<file path="src/hw/rtl/plpd_pkg.sv">
// ----------------------------------------------------------------------------
// plpd_pkg
// Shared types, constants and helpers of the polyline placement block.
// ----------------------------------------------------------------------------
`default_nettype none

package plpd_pkg;

  localparam int unsigned PLPD_QDEPTH = 2;
  localparam logic [31:0] PLPD_ONE_Q30 = 32'h4000_0000;

  // one vertex as handed from the front to the back
  typedef struct packed {
    logic [2:0][31:0] cur;
    logic [2:0][32:0] seg;
    logic             last;
    logic             has_seg;
  } plpd_entry_t;

  typedef struct packed {
    logic        valid;
    plpd_entry_t entry;
  } plpd_q_t;

  typedef struct packed {
    logic [2:0][31:0] side;
    logic [2:0][31:0] nrm;
    logic [2:0][31:0] fwd;
    logic [2:0][31:0] pos;
  } plpd_result_t;

  typedef enum logic [4:0] {
    ST_IDLE, ST_SEG_SQ, ST_SEG_RT_GO, ST_SEG_RT_W, ST_HIT, ST_F_GO, ST_F_W,
    ST_POS, ST_N_LOAD, ST_N_SHIFT, ST_N_SQ, ST_N_RT_GO, ST_N_RT_W,
    ST_N_DIV_GO, ST_N_DIV_W, ST_N_RET, ST_X_MUL, ST_FIN, ST_EMIT
  } plpd_state_t;

  typedef enum logic [1:0] {
    PH_SIDE, PH_FWD, PH_NRM
  } plpd_phase_t;

  function automatic logic [31:0] mag33(input logic [32:0] v);
    logic [32:0] n;
    n = v[32] ? (33'd0 - v) : v;
    return n[31:0];
  endfunction

  function automatic logic [63:0] mag64(input logic [63:0] v);
    return v[63] ? (64'd0 - v) : v;
  endfunction

endpackage

`default_nettype wire

</file>
<file path="src/hw/rtl/plpd_queue.sv">
// ----------------------------------------------------------------------------
// plpd_queue
// Short request queue between the front and the back.
// ----------------------------------------------------------------------------
`default_nettype none

module plpd_queue #(
  parameter int unsigned DEPTH = plpd_pkg::PLPD_QDEPTH
) (
  input  wire logic                  clk,
  input  wire logic                  rst_n,
  input  wire logic                  push,
  input  wire plpd_pkg::plpd_entry_t push_entry,
  output logic                       full,
  input  wire logic                  pop,
  output plpd_pkg::plpd_q_t          head
);
  import plpd_pkg::*;

  localparam int unsigned PW = (DEPTH > 1) ? $clog2(DEPTH) : 1;
  localparam int unsigned CW = $clog2(DEPTH + 1);

  plpd_entry_t     ent_r [DEPTH];
  logic [PW-1:0]   wr_r;
  logic [PW-1:0]   rd_r;
  logic [CW-1:0]   cnt_r;
  logic            do_pop;

  assign full       = (cnt_r == CW'(DEPTH));
  assign head.valid = (cnt_r != '0);
  assign head.entry = ent_r[rd_r];
  assign do_pop     = pop && head.valid;

  always_ff @(posedge clk) begin
    if (!rst_n) begin
      wr_r  <= '0;
      rd_r  <= '0;
      cnt_r <= '0;
    end else begin
      if (push) begin
        wr_r <= (wr_r == PW'(DEPTH - 1)) ? '0 : wr_r + 1'b1;
      end
      if (do_pop) begin
        rd_r <= (rd_r == PW'(DEPTH - 1)) ? '0 : rd_r + 1'b1;
      end
      cnt_r <= cnt_r + CW'(push) - CW'(do_pop);
    end
  end

  always_ff @(posedge clk) begin
    if (push) begin
      ent_r[wr_r] <= push_entry;
    end
  end

endmodule

`default_nettype wire

</file>
<file path="config.mk">
export PLATFORM = sky130hd
export DESIGN_NAME = plpd_queue
export DESIGN_NICKNAME = d
export VERILOG_FILES = /design/src/hw/rtl/plpd_pkg.sv /design/src/hw/rtl/plpd_queue.sv
export SDC_FILE = /design/constraint.sdc
export NUM_CORES = 1
export LEC_CHECK = 0
export BUFFER_PORTS_ARGS = -buffer_cell sky130_fd_sc_hd__buf_2
export CAP_MARGIN = 10
export CORE_ASPECT_RATIO = 0.9
export CORE_MARGIN = 2
export CORE_UTILIZATION = 51
export DETAILED_ROUTE_END_ITERATION = 6
export GPL_ROUTABILITY_DRIVEN = 0
export GPL_TIMING_DRIVEN = 0
export PLACE_DENSITY = 0.78
export SLEW_MARGIN = 20
export SYNTH_ARGS = -nofsm -noshare
export SYNTH_HDL_FRONTEND = slang
export SYNTH_SLANG_ARGS = --single-unit
</file>
<file path="constraint.sdc">
create_clock -name clk -period 16.75 [get_ports clk]
set_clock_uncertainty 0.15 [all_clocks]
set_input_delay 3.35 -clock clk [delete_from_list [all_inputs] [get_ports clk]]
set_output_delay 3.35 -clock clk [all_outputs]
set_load 0.02 [all_outputs]
</file>
After elaboration in Yosys (flattened, before gate mapping)
Memories as Yosys holds them, arrays and structs flattened. A register that Yosys moved wholly into a read port is not among the register bits.
Index checks and enable logic that the tools add are counted.
- add/subtract/negate cells: 4
- equal/unequal tests: 1
- mux-type cells: 6
- reduce and logical (&&, ||, !) cells: 2
- operators by type and width (cell ; number):
    $mux 1 ; 6
    $add 1x1->1 const B ; 2
    $add 2x1->2 ; 1
    $eq 2x2->1 const B ; 1
    $reduce_bool 2->1 ; 1
    $sub 2x1->2 ; 1
    $logic_and 1x1->1 ; 1
- register bits: 4
- bits in writable memories: 394
- input port bits: 201
- output and inout bits: 199
- logic and storage cells: 17
- memories: 1
- memory list (memory ; words ; width ; read ports ; clocked after memory_dff ; wr ports ; line ; text):
    ent_r ; 2 ; 197 ; 1 ; 1 ; 1 ; plpd_queue.sv:23 ; plpd_entry_t ent_r [DEPTH];

Longest topological paths before layout
- depth in word-level cells: 4
- depth in mapped cells: 6

Worst setup path after synthesis
Ideal clock, no wire load.
- path kind: input-to-reg
- start: in push
- end: reg wr_r
- setup time: 98 ps
- arrival time: 12569 ps
- path slack: 3932 ps
- stages on the path: 2
- cells stage by stage: nor2b_1 > o21a_1
- RTL lines (element ; line ; text):
    start: declaration ; plpd_queue.sv:12 ; input wire logic push,
    end signal: assignment ; plpd_queue.sv:41 ; wr_r <= (wr_r == PW'(DEPTH - 1)) ? '0 : wr_r + 1'b1;
    end: declaration ; plpd_queue.sv:24 ; logic [PW-1:0] wr_r;

==> run_results.csv <==
group,metric,value,unit
grt,grt_pass1_vias,8016,
grt,antenna_found_initial,10,
floorplanning,num_rows,59,
timing,slew_viol_final,0,
timing,tightest_slew,0.420,ns
critical_path,crit_slowest_cell,"dfxtp_1",
grt,grt_max_degree,55,
timing,rsz0062_at_grt,"false",
clocking,cts-hold-fix-buffers,0,
flow_run,max-cap-violations,0,
yosys,ys_seq_elements,399,
critical_path,endpoint_kind,"primary output",
critical_path,cp.arrival,1.91,ns
grt,grt_use_total,19.2,%
clocking,cts_setup_buffers,0,
timing,setup_viol,0,
cells_and_area,area_delta_synth_final,26.4,%
clocking,clkLatencyLatePin,0.51,ns
yosys,synth_top_cell_by_area,"edfxtp_1",
critical_path,critical_path_class,"flip-flop to primary output",
drt,antenna_left,0,
critical_path,worstSetupStartpointType,"flip-flop",
drt,vias_per_cell,5.01,
hold_path,hp-class,"flip-flop to flip-flop",
cells_and_area,drive_gt1_share,60.8,%
cells_and_area,nets,1292,
yosys,yosysMostFrequentCell,"edfxtp_1",
power,power_per_cell_area,137,nW/um^2
drt,initialDrtViolationCount,390,
grt,grt_pass1_wl,44.6,mm
clocking,cts_resized,0,
clocking,cts_root_buffer,"clkbuf_16",
yosys,postSynthAreaPerCell,23.6,sq um
drt,wire_per_inst,20.1,um
critical_path,cpMostUsedCell,"buf_6",
place,dp_hpwl,21.1,mm
clocking,cts_tree,"yes",
yosys,synth_top_flop_cell,"edfxtp_1",
drt,via_count,7629,
floorplanning,die_w,185,um
critical_path,cpPeakStageDelay,0.32,ns
yosys,synthCells,636,
floorplanning,die_h,167,um
yosys,asyncSetResetFlopFracSynth,0,%
yosys,ys_seq_area_share,79.6,%
yosys,ys_types,16,
yosys,synth-edff-count,394,
yosys,ys_warn_count,0,
drt,wl,30.6,mm
grt,grt_overflow,0,
floorplanning,core_area,28900,sq um
clocking,h-tree-depth,2,
drt,drt_pass1_iterations,4,
drt,post-route-drc-count,0,
run_status,status,"finished clean",
yosys,synthTopCellsByCount,"394 x edfxtp_1, 130 x mux2_4, 67 x mux2_2",
place,numPortBuffers,399,
yosys,synth.top_cells.by_area,"edfxtp_1 79%, mux2_4 13%, mux2_2 5.0%",
timing,max_slew_margin,72.0,%
clocking,numCtsBuffers,40,
yosys,synth.top_cell.area_share,78.9,%
yosys,syn_area,15000,sq um
power,leakage,7.37,nW
floorplanning,initial_core_util,51.8,%
timing,post-route-period-util,32.3,%
clocking,cts_num_sinks,399,
timing,report.final.hold_viol_count,0,
critical_path,crit_fanout,10,
timing,fin_setup_tns,0,ns
yosys,synth_nets,839,
timing,post-route-min-period,5.41,ns
floorplanning,die_area,30800,sq um
timing,fmaxAchievable,0.185,GHz
cells_and_area,nFillCells,2003,
floorplanning,io_pins,400,
timing,whs,0.344,ns
power,vdd_drop_max,0.123,mV
critical_path,path_cells,"buf_6 -> buf_6 -> buf_6 -> mux2_4 -> buf_2",
clocking,cts_max_path_buffers,3,
critical_path,crit_required,13.25,ns
clocking,path_clk_slew,0.06,ns
[routing by layer]
layer  GRT usage (%)  share of wire [%]  up-vias
li1                -                  -     3468
met1            21.8                 37     3750
met4            6.73                2.9        6
met5               0               0.13        -
met3            6.67                9.8       68
met2            33.6                 51      337
[critical path, delay by kind of cell, from the launching register on]
| kind | cells | cell delay, ns |
|---|---|---|
| buffers and inverters | 4 | 0.73 |
| flip-flops | 1 | 0.32 |
| multiplexers | 1 | 0.32 |
[where the power goes]
part / total (mW) / internal (mW) / switching (mW)
Combinational: 0.620 / 0.283 / 0.337
Clock: 0.800 / 0.454 / 0.346
Sequential: 1.17 / 1.16 / 0.0146
Total: 2.59 / 1.89 / 0.698
[cell usage in the layout (no fill, tap or decap)]
cell        Yosys  final
clkbuf_16       0     41
mux2_2         67     67
clkbuf_8        0      1
xnor3_1         1      1
buf_2           6    405
clkinvlp_4      0      1
and2_4          0      1
nor2b_4         0      1
nand2b_1        1      1
mux2_4        130    130
clkinv_1        0     11
o21a_1          2      2
buf_16          0      3
clkinv_4        0      1
dfxtp_1         5      5
buf_12          0      9
ha_1            2      2
nand2_1         1      1
nor2b_1         4      3
inv_1           2      2
or2_2           1      1
buf_6          16     16
diode_2         0      9
edfxtp_1      394    394
mux2i_1         2      2
clkbuf_1        0     14
and2_1          2      1
clkinv_2        0      3
[metrics by stage]
| step | power, mW | instance area [sq um] | instances | worst slack [ns] | util [%] |
|---|---|---|---|---|---|
| floorplan | 1.63 | 15000 | 636 | 3.93 | - |
| global placement | 1.82 | 17500 | 1431 | -1.23 | 60.4 |
| detailed placement | 1.82 | 17800 | 1443 | 11.51 | 61.4 |
| CTS | 2.62 | 18900 | 1515 | 11.28 | 65.4 |
| global route | 2.69 | 18900 | 1521 | 11.24 | 65.4 |
| finish | 2.59 | 18900 | 1524 | 11.34 | 65.5 |
[final timing paths]
path / from / endpoint / slack [ns] / depth (start not counted)
setup / recovery: flip-flop / head[98] / 11.34 / 5
hold / removal: rd_r / rd_r / 0.34 / 2
setup reg to reg: wr_r / ent_r[0][128] / 14.71 / 5
hold reg to reg: rd_r / rd_r / 0.34 / 2
[sequential cells by signal, summed over array words and instances, names as in the netlist, named ones only]
name   cells
ent_r    394
cnt_r      2
rd_r       1
wr_r       1
[layout make-up]
type | instances | area [sq um] | area share [%]
plain buffers | 22 | 210 | 1.11
multi-input cells | 213 | 2850 | 15.1
repair buffers | 411 | 2260 | 11.9
clock inverters | 16 | 72.6 | 0.383
inverters | 2 | 7.51 | 0.0396
flip-flops and latches | 399 | 11900 | 63.0
diodes | 9 | 22.5 | 0.119
well taps | 396 | 495 | 2.62
clock buffers | 56 | 1090 | 5.77
[logic make-up after synthesis]
| group | after synthesis | share of synthesized area [%] |
|---|---|---|
| compound gates | 2 | 0.100 |
| xor+xnor | 1 | 0.150 |
| fa+ha+maj | 2 | 0.167 |
| buf+inv | 24 | 1.45 |
| flops | 399 | 79.6 |
| mux | 199 | 18.2 |
| simple gates | 9 | 0.359 |
(Power assumes the default switching activity.)
