`src/hw/rtl/plpd_pkg.sv`:
```
// ----------------------------------------------------------------------------
// plpd_pkg
// Shared types, constants and helpers of the polyline placement block.
// ----------------------------------------------------------------------------
`default_nettype none

package plpd_pkg;

  localparam int unsigned PLPD_QDEPTH = 2;
  localparam logic [31:0] PLPD_ONE_Q30 = 32'h4000_0000;

  // one vertex as handed from the front to the back
  typedef struct packed {
    logic [2:0][31:0] cur;
    logic [2:0][32:0] seg;
    logic             last;
    logic             has_seg;
  } plpd_entry_t;

  typedef struct packed {
    logic        valid;
    plpd_entry_t entry;
  } plpd_q_t;

  typedef struct packed {
    logic [2:0][31:0] side;
    logic [2:0][31:0] nrm;
    logic [2:0][31:0] fwd;
    logic [2:0][31:0] pos;
  } plpd_result_t;

  typedef enum logic [4:0] {
    ST_IDLE, ST_SEG_SQ, ST_SEG_RT_GO, ST_SEG_RT_W, ST_HIT, ST_F_GO, ST_F_W,
    ST_POS, ST_N_LOAD, ST_N_SHIFT, ST_N_SQ, ST_N_RT_GO, ST_N_RT_W,
    ST_N_DIV_GO, ST_N_DIV_W, ST_N_RET, ST_X_MUL, ST_FIN, ST_EMIT
  } plpd_state_t;

  typedef enum logic [1:0] {
    PH_SIDE, PH_FWD, PH_NRM
  } plpd_phase_t;

  function automatic logic [31:0] mag33(input logic [32:0] v);
    logic [32:0] n;
    n = v[32] ? (33'd0 - v) : v;
    return n[31:0];
  endfunction

  function automatic logic [63:0] mag64(input logic [63:0] v);
    return v[63] ? (64'd0 - v) : v;
  endfunction

endpackage

`default_nettype wire

```
`src/hw/rtl/plpd_front.sv`:
```
// ----------------------------------------------------------------------------
// plpd_front
// Accepts vertices, forms the segment vector and tracks the previous vertex.
// ----------------------------------------------------------------------------
`default_nettype none

module plpd_front (
  input  wire logic               clk,
  input  wire logic               rst_n,
  input  wire logic               in_valid,
  output logic                    in_ready,
  input  wire logic signed [31:0] in_point_x,
  input  wire logic signed [31:0] in_point_y,
  input  wire logic signed [31:0] in_point_z,
  input  wire logic               in_last_point,
  input  wire logic               q_full,
  output logic                    push,
  output plpd_pkg::plpd_entry_t   entry
);
  import plpd_pkg::*;

  logic [2:0][31:0] prev_r;
  logic             have_prev_r;
  logic [2:0][31:0] cur;

  assign cur      = {in_point_z, in_point_y, in_point_x};
  assign in_ready = !q_full;
  assign push     = in_valid && in_ready;

  always_comb begin
    entry.cur     = cur;
    entry.last    = in_last_point;
    entry.has_seg = have_prev_r;
    for (int i = 0; i < 3; i++) begin
      entry.seg[i] = {cur[i][31], cur[i]} - {prev_r[i][31], prev_r[i]};
    end
  end

  always_ff @(posedge clk) begin
    if (!rst_n) begin
      have_prev_r <= 1'b0;
    end else if (push) begin
      have_prev_r <= !in_last_point;
    end
  end

  always_ff @(posedge clk) begin
    if (push) begin
      prev_r <= cur;
    end
  end

endmodule

`default_nettype wire

```
`config.mk`:
```
export PLATFORM = sky130hd
export DESIGN_NAME = plpd_front
export DESIGN_NICKNAME = d
export VERILOG_FILES = /design/src/hw/rtl/plpd_pkg.sv /design/src/hw/rtl/plpd_front.sv
export SDC_FILE = /design/constraint.sdc
export NUM_CORES = 1
export LEC_CHECK = 0
export ABC_AREA = 1
export BUFFER_PORTS_ARGS = -buffer_cell sky130_fd_sc_hd__buf_2
export CAP_MARGIN = 0
export CORE_AREA = 2 2 108 189
export DETAILED_ROUTE_END_ITERATION = 8
export DIE_AREA = 0 0 110 191
export HOLD_SLACK_MARGIN = 0.05
export PLACE_DENSITY = 0.87
export SYNTH_ARGS = -nofsm -noshare
export SYNTH_HDL_FRONTEND = slang
export SYNTH_SLANG_ARGS = --single-unit
```
`constraint.sdc`:
```
create_clock -name clk -period 8.4 [get_ports clk]
set_input_delay 1.26 -clock clk [delete_from_list [all_inputs] [get_ports clk]]
set_output_delay 1.26 -clock clk [all_outputs]
set_load 0.01 [all_outputs]
```
Word level (Yosys, flattened, before mapping) --
Cells that the tools add are included. Widths: inputs -> output; s select.
Storage, ports and cells: output and inout bits 199, memories 0, memory bits (writable) 0, bits in read-only memories 0, flip-flop bits (word level) 97, latch bits 0, input bits 101, word-level logic and storage cells 10
Cells by class: bitwise operators 0, mux-type cells 0, magnitude comparators 0, equality and inequality tests 0, reductions and logical operators 3, add/sub/neg operators 3, multiply operators 0, shifts and indexed selects 0, div/mod/pow operators 0
Operators by type and width (count):
- $sub 32x32->33 | 3
- $logic_not 1->1 | 2
- $logic_and 1x1->1 | 1

Longest topological paths before layout --
Gate-level depths: netlist (run 1).
depth in word-level cells 2, gate-level depth with buffers 14, depth with buffers taken out 14

Worst setup path before layout (run 1) --
No wires, ideal clock.
kind input port to output port, start point input port q_full, end point output port push, data arrival time 3.357 ns, path buffers 0, required time 7.140 ns, setup slack 3.783 ns, stages 3, path through inv_1 -> nand2_1 -> inv_1
Between the ends: cells in the longest elaborated chain, start to end 2
Ends and longest elaborated chain:
- from (decl) | RTL line plpd_front.sv:16 | input wire logic q_full,
- $logic_not 1->1 | RTL line plpd_front.sv:27 | assign in_ready = !q_full;
- $logic_and 1x1->1 | RTL line plpd_front.sv:28 | assign push = in_valid && in_ready;
- to (decl) | RTL line plpd_front.sv:17 | output logic push,
Every way passes these cells.

==> impl_results.md, run 1 <==
* Status: completed
* Setup TNS at 0 ps
* WS Path Type: primary input to output pin
* RR Startpoint: have_prev_r
* Post-CTS Setup Bufs at 0
* Worst Reg-to-Reg Cells at 2
* GPL Wtd Cong at 0.988
* Syn-to-layout area delta at 12.2%
* Filler cells at 1936
* CTS Root Cell: clkbuf_16
* Insertion delay to the later sink of the worst-skew pair at 350 ps
* DRT Pass-1 Iters at 6
* Iteration-0 DRC count of the detailed router at 513
* Inst Count DP at 2321
* Worst-path clk slew at 70 ps
* CTS max path bufs at 2
* HPWL Detailed at 27.2 mm
* Syn_area_per_cell at 6.07 um^2
* Worst setup path startpoint: in_point_z[0]
* WL/cell at 13.8 um
* Syn Nets at 2075
* Vias in the first global route at 11000
* Post-Syn Instances at 1875
* Crit path capture: entry[100]
* Relative slew slack at 0.487
* Area after DPL at 12400 um^2
* Fraction of layout cells with a size suffix above 1 at 0.162
* Share of the yosys chip area belonging to registers at 0.255
* Worst VDD drop at 0.0919 mV
* Fin cells at 2338
* Nets@finish at 2287
* FF+latch count, synth at 97
* Ports at 300
* Worst setup SP type: primary input
* Multi-input gate area at 5940 um^2
* # rows at 68
* Data arrival, critical path at 3030 ps
* Die Wd at 110 um
* Post_cts resized at 0
* Fin. Hold Viols at 0
* CTS Hold Buffers Added at 0
* Pwr Total at 0.00189 W
* CP required at 7140 ps
* Setup Skew at 0 ps
* # DRC at 0
* First-pass GRT wire length at 50.1 mm
* Yosys cell types at 23
* Core area at 19500 um^2
* Clk sinks at 97
* Maximum fanout along the worst path at 3
* Initial Util at 0.584
* CTS tree: yes
* CTS Buf Count at 9
* Die Area at 21000 um^2
* Least-Margin Pin Slew at 770 ps
* Grt total ovfl at 0
* RSZ-0062 raised after global routing: no
* Max-slew violations at 0
* Post-Synthesis Cell Area at 11400 um^2
* Most frequent cells in the layout: nand2_1, inv_1, buf_2, nor2_1
* Leakage at 8.33 nW
* Vias at 11500
* Synth warn at 0
* Maximum number of pins on one net before global-route repair at 51
* Die height at 191 um
* Final core utilization at 0.655
* R2r endpoint: have_prev_r
* Final period util at 0.511
* DRT antenna net count at 0
* Design Area, Final at 12800 um^2
* Initial antenna violation count at 1
* Max Cap Violations at 0
* F_max at 233 MHz
* Crit end category: output pin
* Final min period at 4290 ps
* H-tree level count at 3
* Sequential Area at 2900 um^2
* Via-to-Cell Ratio at 4.91
* Detailed Route WL at 32.3 mm
* Final setup violation count at 0
* Most common cell after layout, fill and taps aside: nand2_1
* P per Cell Area at 148 nW/um^2
* R2r setup slk at 7760 ps
* Total GRT Usage at 0.310
* I/O Buffers at 299
* Worst hold-check path type: flop to flop
==> state kept, by name (all words and copies together) (netlist names) <==
signal / flops
prev_r: 96
have_prev_r: 1
==> worst min-delay path by stage <==
stage                      from     endpoint  cells after the start  slack [ps]
floorplan           have_prev_r  have_prev_r                      2         510
global placement    have_prev_r  have_prev_r                      2         520
detailed placement  have_prev_r  have_prev_r                      2         530
CTS                 have_prev_r  have_prev_r                      2         540
global route        have_prev_r  have_prev_r                      2         630
finish              have_prev_r  have_prev_r                      2         540
==> final cells by class <==
class                   instances  area share
multi-input cells            1201       0.465
flip-flops and latches         97       0.227
inverters                     478       0.141
repair buffers                300       0.118
well taps                     245      0.0240
clock buffers                  12      0.0209
clock inverters                 4     0.00382
diodes                          1    0.000196
==> layer usage <==
metal	vias to the layer above	track usage	routed length [um]	share of wire
met3	138	0.0460	1890	0.059
met5	-	0	0	0
met4	0	0.225	2460	0.076
met2	442	0.585	16800	0.52
met1	5007	0.290	11100	0.34
li1	5889	-	-	-
==> critical path, cell delays in order <==
cell     delay, ps
buf_2          100
inv_1           40
ha_1           220
fa_1           410
inv_1          110
nand2_1         50
nand2_1         80
nand3_1         60
nand2_1        120
nand2_1         80
nand2_2        140
nand2_1         90
nand2_1         60
nand2_1         40
nand2_1         50
buf_2          120
==> through the flow <==
stage / worst slack (ps) / hold slack, ps
detailed placement: 4100 / 530
CTS: 4120 / 540
global placement: 4150 / 519
finish: 4110 / 536
global route: 3890 / 630
floorplan: 3780 / 506
==> where the power goes <==
group	leakage, nW	total (W)	internal, W	switching (W)
registers	0.909	0.000576	0.000568	0.00000836
logic	7.26	0.000861	0.000306	0.000555
clock network	0.159	0.000455	0.000256	0.000199
total	8.33	0.00189	0.00113	0.000762
==> kinds of logic after synthesis <==
family                     Yosys count  synth area share
AOI/OAI and AO/OA                   69            0.0320
xor gates and xnor gates            45            0.0346
adders and majority gates           99             0.111
buffers and inverters              577             0.223
DFF                                 97             0.255
and+or+nand+nor                    988             0.344
==> Yosys cell counts (all sizes together) <==
| master | count | area, um^2 |
|---|---|---|
| inv | 478 | 1790 |
| o21ai | 1 | 5.00 |
| nand4 | 12 | 75.1 |
| a21o | 3 | 22.5 |
| or2 | 3 | 18.8 |
| ha | 96 | 1200 |
| and2 | 6 | 37.5 |
| nand3 | 71 | 375 |
| o21bai | 3 | 22.5 |
| nor2 | 125 | 472 |
| dfxtp | 1 | 20.0 |
| xor2 | 39 | 342 |
| xnor2 | 6 | 52.6 |
| a21oi | 62 | 314 |
| buf | 99 | 743 |
| nor3 | 6 | 30.0 |
| nand2 | 765 | 2910 |
| edfxtp | 96 | 2880 |
| fa | 3 | 60.1 |
Note: power is estimated with default switching activity, not from simulation.
==> run 2: changes to the inputs <==
--- a/config.mk
+++ b/config.mk
@@ -8,11 +8,11 @@
 export ABC_AREA = 1
 export BUFFER_PORTS_ARGS = -buffer_cell sky130_fd_sc_hd__buf_2
 export CAP_MARGIN = 0
-export CORE_AREA = 2 2 108 189
+export CORE_AREA = 2 2 112 196
 export DETAILED_ROUTE_END_ITERATION = 8
-export DIE_AREA = 0 0 110 191
+export DIE_AREA = 0 0 114 198
 export HOLD_SLACK_MARGIN = 0.05
-export PLACE_DENSITY = 0.87
+export PLACE_DENSITY = 0.82
 export SYNTH_ARGS = -nofsm -noshare
 export SYNTH_HDL_FRONTEND = slang
 export SYNTH_SLANG_ARGS = --single-unit
==> constraint.sdc (replaced) <==
create_clock -name clk -period 4.5 [get_ports clk]
set_input_delay 0.675 -clock clk [delete_from_list [all_inputs] [get_ports clk]]
set_output_delay 0.675 -clock clk [all_outputs]
set_load 0.01 [all_outputs]
==> impl_results.md, run 2 (synthesis results as in run 1) <==
* Crit path cell chain: buf_2, inv_1, ha_1, fa_1, inv_1, nand2_1, nand2_1, nand3_1, nand2_1, nand2_1, nand2_2, nand2_1, nand2_1, nand2_1, nand2_1, buf_2
* Most frequent CP cell: nand2_1
* Syn-to-layout area delta at 12.2%
* GPL Wtd Cong at 0.978
* Leakage at 8.32 nW
* CTS max path bufs at 2
* Pwr Total at 0.00351 W
* Least-Margin Pin Slew at 851 ps
* Nets@finish at 2287
* Met2 WL post-DR at 16.6 mm
* Post-CTS Setup Bufs at 0
* Maximum number of pins on one net before global-route repair at 60
* Final Worst Setup Slack at 1360 ps
* Met3 routed WL at 1.37 mm
* Initial antenna violation count at 0
* Uppermost layer routed: met4
* CTS Buf Count at 9
* Clk sinks at 97
* Core area at 21100 um^2
* Final min period at 3140 ps
* Initial Util at 0.538
* Insertion delay to the later sink of the worst-skew pair at 370 ps
* Worst VDD drop at 0.205 mV
* F_max at 318 MHz
* Final period util at 0.699
* Fraction of layout cells with a size suffix above 1 at 0.162
* HPWL Detailed at 26.3 mm
* Multi-input gate area at 5940 um^2
* Worst hold-check path type: primary input to flop
* M1 wire length at 11.2 mm
* Vias at 11200
* Final setup violation count at 0
* Diodes inserted at 0
* Top reg by flops: prev_r
* Data arrival, critical path at 2470 ps
* Worst path max stage delay at 420 ps
* Post_cts resized at 0
* Iteration-0 DRC count of the detailed router at 375
* Total GRT Usage at 0.279
* Vias in the first global route at 10900
* Max-slew violations at 0
* P per Cell Area at 275 nW/um^2
* # rows at 71
* Most frequent cells in the layout: nand2_1, inv_1, buf_2, nor2_1
* CP required at 3830 ps
* Die Wd at 114 um
* Crit end category: output pin
* DRT antenna net count at 0
* Maximum fanout along the worst path at 3
* CTS tree: yes
* Detailed Route WL at 31.2 mm
* RSZ-0062 raised after global routing: no
* Sequential Area at 2900 um^2
* WS Path Type: primary input to output pin
* Fin. Hold Viols at 0
* Ports at 300
* Grt total ovfl at 0
* H-tree level count at 3
* Relative slew slack at 0.433
* Max Cap Violations at 0
* Worst-path clk slew at 70 ps
* DRT Pass-1 Iters at 5
* # DRC at 0
* Filler cells at 2144
* CP top delay family: simple AND/OR/NAND/NOR gates
* Die Area at 22600 um^2
* I/O Buffers at 299
* CTS Hold Buffers Added at 0
* Die height at 198 um
* First-pass GRT wire length at 49.3 mm
* Worst setup SP type: primary input
* Setup TNS at 0 ps
* Number of flip-flops in the largest register at 96
* Most common cell after layout, fill and taps aside: nand2_1
* WP buf/inv at 4
* Largest registers: prev_r x96, have_prev_r x1
* Place WS at 1340 ps
* CTS Root Cell: clkbuf_16
* Setup Skew at 0 ps
* Via-to-Cell Ratio at 4.76
* Status: completed
* WL/cell at 13.3 um
* CP max stage cell: fa_1
==> run 2: cell type report <==
cell class | instances | share of cell area
well taps | 255 | 0.0250
multi-input cells | 1201 | 0.465
repair buffers | 300 | 0.118
flip-flops and latches | 97 | 0.227
inverters | 478 | 0.141
clock inverters | 4 | 0.00402
clock buffers | 12 | 0.0201
==> run 2: stage by stage <==
step                hold slack, ps   util  area (um^2)  cells
detailed placement             528  0.589        12500   2331
CTS                            464  0.604        12800   2347
finish                         479  0.604        12800   2347
global placement               515  0.589        12500   2331
global route                   478  0.604        12800   2347
floorplan                      506      -        11400   1875
==> run 2: path summary, 6_finish.rpt <==
path	from	to	slack, ps	cells after the start
worst max-delay path	in_point_z[0]	entry[92]	1360	16
worst min register to register	have_prev_r	have_prev_r	550	2
worst min-delay path	in_last_point	have_prev_r	480	2
worst max register to register	have_prev_r	have_prev_r	3840	2
==> run 2: power breakdown <==
part           switching (W)  internal, W
Combinational        0.00102     0.000572
Sequential         0.0000161      0.00106
Clock               0.000374     0.000462
==> run 2: metal layers <==
metal  vias to the layer above  track usage
met2                       344        0.541
met4                         0        0.205
met5                         -            0
met1                      4820        0.266
met3                       113       0.0248
li1                       5884            -
